--- src/sv/miller_rabin_single_base_test_assert.svh ---
// Assertion macros shared by the primality test modules.
// Needs nothing but the clock and reset names passed in.
`ifndef MILLER_RABIN_SINGLE_BASE_TEST_ASSERT_SVH
`define MILLER_RABIN_SINGLE_BASE_TEST_ASSERT_SVH

// implication checked on every rising clock edge outside reset
`define MR_ASSERT_IMP(label, clk, rstn, lhs, rhs) \
    label: assert property (@(posedge clk) disable iff (!rstn) (lhs) |-> (rhs)) \
        else $error("assertion failed");

// implication whose right side is checked on the next rising clock edge
`define MR_ASSERT_NEXT(label, clk, rstn, lhs, rhs) \
    label: assert property (@(posedge clk) disable iff (!rstn) (lhs) |=> (rhs)) \
        else $error("assertion failed");

`endif

--- src/sv/mrsbt_pkg.sv ---
// Shared types and command encodings for the primality test.
// No dependencies.
package mrsbt_pkg;

    typedef enum logic [3:0] {
        ST_IDLE,
        ST_CHECK,
        ST_SPLIT,
        ST_POW_STEP,
        ST_MUL_WAIT,
        ST_POW_TEST,
        ST_SQ_START,
        ST_SQ_WAIT,
        ST_SQ_TEST,
        ST_DONE
    } state_t;

    // datapath operation selects
    typedef enum logic [2:0] {
        OP_NONE,
        OP_LOAD,
        OP_SHIFT_D,
        OP_MUL_ACC,
        OP_MUL_BASE,
        OP_MUL_X,
        OP_INIT_X
    } op_t;

    // multiplier operand pairs, sampled when a product is launched
    typedef enum logic [1:0] {
        SEL_BASE_ACC,
        SEL_BASE_SQ,
        SEL_X_SQ
    } mul_sel_t;

    typedef struct packed {
        op_t      op;
        mul_sel_t mul_sel;
        logic     start_mul;
        logic     set_result;
        logic     result_val;
    } cmd_t;

    typedef struct packed {
        logic n_small;     // n <= 3
        logic n_le1;
        logic n_even;
        logic d_odd;
        logic e_gt1;
        logic e_odd;
        logic mul_busy;
        logic x_one;
        logic x_nm1;
        logic s_gt1;
    } status_t;

endpackage

--- src/sv/mrsbt_ctrl.sv ---
// Controller FSM sequencing special cases, the power ladder and the squaring loop.
// Depends on mrsbt_pkg.
`include "miller_rabin_single_base_test_assert.svh"

module mrsbt_ctrl (
    input  logic               aclk,
    input  logic               aresetn,
    input  logic               s_valid,
    output logic               s_ready,
    output logic               m_valid,
    input  logic               m_ready,
    input  mrsbt_pkg::status_t status,
    output mrsbt_pkg::cmd_t    cmd
);
    mrsbt_pkg::state_t state_reg, state_next;
    logic              fin_mul_reg, fin_mul_next; // last ladder product pending

    always_comb begin
        state_next   = state_reg;
        fin_mul_next = fin_mul_reg;
        case (state_reg)
            mrsbt_pkg::ST_IDLE:
                // small and even candidates are answered at load
                if (s_valid) begin
                    state_next = (status.n_small || status.n_even) ? mrsbt_pkg::ST_DONE
                                                                   : mrsbt_pkg::ST_CHECK;
                end
            mrsbt_pkg::ST_CHECK:
                state_next = mrsbt_pkg::ST_SPLIT;
            mrsbt_pkg::ST_SPLIT:
                if (status.d_odd) state_next = mrsbt_pkg::ST_POW_STEP;
            mrsbt_pkg::ST_POW_STEP: begin
                fin_mul_next = !status.e_gt1;
                state_next   = mrsbt_pkg::ST_MUL_WAIT;
            end
            mrsbt_pkg::ST_MUL_WAIT:
                if (!status.mul_busy) begin
                    state_next = fin_mul_reg ? mrsbt_pkg::ST_POW_TEST
                                             : mrsbt_pkg::ST_POW_STEP;
                end
            mrsbt_pkg::ST_POW_TEST:
                if (status.x_one || status.x_nm1 || !status.s_gt1) begin
                    state_next = mrsbt_pkg::ST_DONE;
                end else begin
                    state_next = mrsbt_pkg::ST_SQ_START;
                end
            mrsbt_pkg::ST_SQ_START:
                state_next = mrsbt_pkg::ST_SQ_WAIT;
            mrsbt_pkg::ST_SQ_WAIT:
                if (!status.mul_busy) state_next = mrsbt_pkg::ST_SQ_TEST;
            mrsbt_pkg::ST_SQ_TEST:
                if (status.x_one || status.x_nm1 || !status.s_gt1) begin
                    state_next = mrsbt_pkg::ST_DONE;
                end else begin
                    state_next = mrsbt_pkg::ST_SQ_START;
                end
            mrsbt_pkg::ST_DONE:
                if (m_ready) state_next = mrsbt_pkg::ST_IDLE;
            default: state_next = mrsbt_pkg::ST_IDLE;
        endcase
    end

    // Ladder: on ST_POW_STEP with e>1, odd e launches acc*=base first (flag
    // low, returns here), even e launches base*=base. e==1 launches base*acc.
    logic pend_acc_reg, pend_acc_next;

    always_comb begin
        cmd            = '0;
        cmd.op         = mrsbt_pkg::OP_NONE;
        cmd.mul_sel    = mrsbt_pkg::SEL_BASE_ACC;
        s_ready        = 1'b0;
        m_valid        = 1'b0;
        pend_acc_next  = pend_acc_reg;
        case (state_reg)
            mrsbt_pkg::ST_IDLE: begin
                s_ready = 1'b1;
                if (s_valid) begin
                    cmd.op         = mrsbt_pkg::OP_LOAD;
                    cmd.set_result = 1'b1;
                    cmd.result_val = 1'b0;
                    if (status.n_small && !status.n_le1) cmd.result_val = 1'b1;
                end
            end
            mrsbt_pkg::ST_SPLIT:
                if (!status.d_odd) cmd.op = mrsbt_pkg::OP_SHIFT_D;
            mrsbt_pkg::ST_POW_STEP: begin
                cmd.start_mul = 1'b1;
                if (!status.e_gt1) begin
                    pend_acc_next = 1'b0;
                end else if (status.e_odd && !pend_acc_reg) begin
                    pend_acc_next = 1'b1;
                end else begin
                    pend_acc_next = 1'b0;
                end
                if (status.e_gt1 && !(status.e_odd && !pend_acc_reg)) begin
                    cmd.mul_sel = mrsbt_pkg::SEL_BASE_SQ;
                end else begin
                    cmd.mul_sel = mrsbt_pkg::SEL_BASE_ACC;
                end
            end
            mrsbt_pkg::ST_MUL_WAIT: ;
            mrsbt_pkg::ST_POW_TEST: begin
                cmd.set_result = 1'b1;
                cmd.result_val = status.x_nm1 || status.x_one;
            end
            mrsbt_pkg::ST_SQ_START: begin
                cmd.start_mul = 1'b1;
                cmd.mul_sel   = mrsbt_pkg::SEL_X_SQ;
            end
            mrsbt_pkg::ST_SQ_TEST: begin
                cmd.set_result = 1'b1;
                cmd.result_val = status.x_nm1 && !status.x_one;
            end
            mrsbt_pkg::ST_DONE: m_valid = 1'b1;
            default: ;
        endcase
        // write back the finished product
        if (state_reg == mrsbt_pkg::ST_MUL_WAIT && !status.mul_busy) begin
            if (fin_mul_reg) cmd.op = mrsbt_pkg::OP_INIT_X;
            else if (pend_acc_reg) cmd.op = mrsbt_pkg::OP_MUL_ACC;
            else cmd.op = mrsbt_pkg::OP_MUL_BASE;
        end
        if (state_reg == mrsbt_pkg::ST_SQ_WAIT && !status.mul_busy) begin
            cmd.op = mrsbt_pkg::OP_MUL_X;
        end
    end

    always_ff @(posedge aclk) begin
        if (!aresetn) begin
            state_reg    <= mrsbt_pkg::ST_IDLE;
            fin_mul_reg  <= 1'b0;
            pend_acc_reg <= 1'b0;
        end else begin
            state_reg    <= state_next;
            fin_mul_reg  <= fin_mul_next;
            pend_acc_reg <= pend_acc_next;
        end
    end

    `MR_ASSERT_IMP(a_ready_only_idle, aclk, aresetn, s_ready,
        state_reg == mrsbt_pkg::ST_IDLE)
    `MR_ASSERT_IMP(a_valid_not_ready, aclk, aresetn, m_valid, !s_ready)
    `MR_ASSERT_NEXT(a_done_holds, aclk, aresetn, m_valid && !m_ready, m_valid)
endmodule

--- config.mk ---
export PLATFORM = sky130hd
export DESIGN_NAME = mrsbt_ctrl
export DESIGN_NICKNAME = d
export VERILOG_FILES = /design/src/sv/mrsbt_pkg.sv /design/src/sv/mrsbt_ctrl.sv
export VERILOG_INCLUDE_DIRS = /design/src /design/src/sv
export SDC_FILE = /design/constraint.sdc
export NUM_CORES = 1
export LEC_CHECK = 0
export BUFFER_PORTS_ARGS = -buffer_cell sky130_fd_sc_hd__buf_2
export CORE_AREA = 2 2 39 41
export CTS_BUF_LIST = sky130_fd_sc_hd__clkbuf_4 sky130_fd_sc_hd__clkbuf_8
export DETAILED_ROUTE_END_ITERATION = 8
export DIE_AREA = 0 0 41 43
export PLACE_DENSITY_LB_ADDON = 0.08
export SKIP_CTS_REPAIR_TIMING = 1
export SLEW_MARGIN = 10
export SYNTH_ARGS = -nofsm -noshare
export SYNTH_HDL_FRONTEND = slang
export SYNTH_SLANG_ARGS = --single-unit
export TNS_END_PERCENT = 1
--- constraint.sdc ---
create_clock -name aclk -period 2.65 [get_ports aclk]
set_clock_uncertainty 0.2 [all_clocks]
set_input_delay 0.1325 -clock aclk [delete_from_list [all_inputs] [get_ports aclk]]
set_output_delay 0.1325 -clock aclk [all_outputs]
set_load 0.01 [all_outputs]
Word level (Yosys, flattened, before mapping)
Cells that the tools add are included.
{"block": "word_totals", "input_bits": 14, "output_inout_bits": 10, "register_bits": 6}
{"block": "classes", "muxes": 25, "n_reduce_logical": 19, "n_eq_ne": 14}
{"operator": "$pmux W4 S9", "count": 1}
{"operator": "$mux W4", "count": 7}
{"operator": "$eq A4 B3 Y1 const B", "count": 4}
{"operator": "$mux W3", "count": 5}
{"operator": "$pmux W3 S2", "count": 2}
{"operator": "$ne A2 B2 Y1 const B", "count": 5}
{"operator": "$eq A4 B2 Y1 const B", "count": 2}
{"operator": "$eq A4 B4 Y1 const B", "count": 2}
{"operator": "$logic_not A1 Y1", "count": 7}
{"operator": "$mux W1", "count": 7}
{"operator": "$logic_and A1 B1 Y1", "count": 6}
{"operator": "$pmux W2 S3", "count": 1}
{"operator": "$reduce_and A5 Y1", "count": 1}
{"operator": "$eq A4 B1 Y1 const B", "count": 1}
{"operator": "$logic_not A4 Y1", "count": 1}
{"operator": "$mux W2", "count": 2}
{"operator": "$logic_or A1 B1 Y1", "count": 3}
{"operator": "$reduce_or A2 Y1", "count": 1}

Depth between registers and ports, before layout
{"block": "logic_depth", "ltp_word": 6, "ltp_mapped": 6, "ltp_nobuf": 4}

Worst setup path after synthesis
Ideal clock, no wire load.
{"block": "synth_path", "kind": "reg2out", "start": "register state_reg[0]", "end": "output cmd[0] in the netlist's numbering", "arrival_ns": 1.564, "stages_incl_launch_ff": 7, "setup_slack_ns": 0.753, "t_required_ns": 2.318, "path_buffers": 2, "path_cell_list": "dfxtp_1 > buf_6 > or2_1 > buf_2 > nor3_1 > nand2_1 > o32ai_1"}
{"item": "start: declaration", "line_no": "mrsbt_ctrl.sv:15", "rtl": "mrsbt_pkg::state_t state_reg, state_next;"}
{"item": "start signal: assignment", "line_no": "mrsbt_ctrl.sv:130", "rtl": "state_reg <= mrsbt_pkg::ST_IDLE;"}
{"item": "start signal: assignment", "line_no": "mrsbt_ctrl.sv:134", "rtl": "state_reg <= state_next;"}
{"item": "end: declaration", "line_no": "mrsbt_ctrl.sv:13", "rtl": "output mrsbt_pkg::cmd_t cmd"}

==> results.cfg <==
[cells_and_area]
antenna_cells = 0
fin_nets = 132
final_cell_mix = 23 x buf_2, 11 x nor2_1, 10 x nand2_1
drive_gt1_share_pct = 24.1
n_fill_cell = 146
layout.cells.non_filler = 132
areaGrowthSynthToFinish_pct = 20.8
regArea_um2 = 120
multi_input_area_um2 = 467
final_common_cell = buf_2
largest_register_ffs = 4

[placement]
place_hpwl_um = 1190
place.gp.congestion = 0.783
place_inst = 127
portBuffers = 23

[global_route]
antenna_found_initial = 0
grt_max_degree = 19
grt_pass1_vias = 612
grt_overflow = 0
grt_pass1_wl_um = 2570
grt.total_usage_pct = 21.1

[min_path]
min_to = state_reg[3]
hold_class = input pin to register
min_path_cells = 3
min_from = m_ready

[route]
wl_met2_um = 748
vias = 761
wl_met3_um = 96
wl_met1_um = 737
drcViolationCount = 0
wl_um = 1600
drtPass1Iterations = 4
wl_per_cell_um = 12.1
drtIter0Drc = 26
viasPerCell = 5.77
top_layer = met4
ant_nets = 0

[flow_run]
max_cap_violations = 0

[sta]
rsz0062_at_grt = no
worst_pin_slew_ps = 602
setup_tns_ps = 0
fin_crit_sh_pct = 82.2
slew_headroom_pct = 59.8
finalHoldViolCount = 0
hold_ws_ps = 27.1
final-setup-viol-count = 0
max_freq_mhz = 459
fin_crit_ps = 2180
maxSlewViolCount = 0

[setup_path]
crit_type = register to output pin
worstRegToRegCells = 4
cp-end-kind = output pin
crit_fanout = 18
start_kind = register
critPathRequiredTime_ps = 2320
r2r_end = state_reg[0]
cp.arrival_ps = 1850
r2r_start = state_reg[1]
ff2ff_setup_slack_ps = 640

[yosys]
synth.avg_cell_area_um2 = 6.82
syn_nets = 109
netlist_area_um2 = 648
synth_seq_cells = 6
async_reset_ff_share_pct = 0
ys.flop_type = dfxtp_1
ys_seq_area_share_pct = 18.5
yosys_warnings = 0
synth-edff-count = 0
synthCells = 95
yosysUniqueCellTypes = 40

[floorplanning]
ioPinCount = 24
core-area_um2 = 1380
initial_core_util_pct = 46.8
row_count = 14
dieWidth_um = 41
die_h_um = 43
dieArea_um2 = 1760

[cts]
max-clock-path-buffers = 2
clk_pin_slew_ps = 40
clkLatencyLatePin_ps = 240
cts_num_sinks = 6
root_buffer = clkbuf_4
cts_buffers = 3
h-tree-depth = 1
cts_tree = built

[power]
peakVddDrop_uv = 441
cellPowerDensity_nw_per_um2 = 931
p_leak_nw = 0.332

[run_status]
status = complete, no violations
[worst max-delay path by stage]
| stage | from | to | slack [ps] | cells after the start |
|---|---|---|---|---|
| 3_5_place_dp | state_reg[1] | state_reg[0] | 680 | 4 |
| 3_3_place_gp | state_reg[1] | state_reg[0] | 720 | 4 |
| 6_report | state_reg[1] | cmd[3] | 470 | 5 |
| 2_1_floorplan | state_reg[0] | cmd[0] | 750 | 6 |
| 4_1_cts | state_reg[1] | cmd[3] | 470 | 5 |
| 5_1_grt | state_reg[1] | cmd[3] | 250 | 5 |
[metrics by stage]
step	area, µm²	util [%]	setup slack (ps)	power (W)
3_5_place_dp	741	53.5	678	0.000641
5_1_grt	783	56.6	251	0.000816
6_report	783	56.6	472	0.000729
4_1_cts	763	55.2	474	0.000731
3_3_place_gp	741	53.5	719	0.000645
2_1_floorplan	648	-	753	0.000563
[critical path: stages, from the launching register on]
cell and delay [ps]:
dfxtp_1 690, nand2_1 200, nor3_1 340, nand2_1 130, nor2_1 110, buf_2 130
[area by class of cell]
cell class	instances	area share, %
Clock buffer	3	2.88
Inverter	5	2.40
Multi-Input combinational cell	77	59.6
Sequential cell	6	15.3
Tap cell	16	2.56
Timing Repair Buffer	25	17.3
[cell usage after synthesis (all sizes together) (3+ instances only)]
cell,instances,area share (%)
nor3,5,3.9
o21ai,3,2.3
nand2,10,5.8
buf,3,4.2
inv,5,2.9
nor2,11,6.4
a21boi,3,3.5
dfxtp,6,19
a21oi,9,6.9
clkbuf,4,2.3
nand2b,6,5.8
[report_power, final]
part / total, W / switching, W / internal, W
clock network: 0.0000803 / 0.0000293 / 0.0000510
logic: 0.000418 / 0.000219 / 0.000199
registers: 0.000231 / 0.000111 / 0.000120
[metal layers]
metal	vias to the layer above	global-route usage, %
met1	343	30.1
met3	2	3.14
li1	393	-
met4	0	12.0
met5	-	0
met2	23	29.1
[logic make-up after synthesis]
kind of cell | count (synthesis) | share of synthesized area (%)
flip-flops | 6 | 18.5
AND/OR/NAND/NOR | 45 | 37.1
buffers and inverters | 12 | 9.46
AO/OA/AOI/OAI | 31 | 33.4
multiplexers | 1 | 1.54
(Power assumes the default switching activity.)
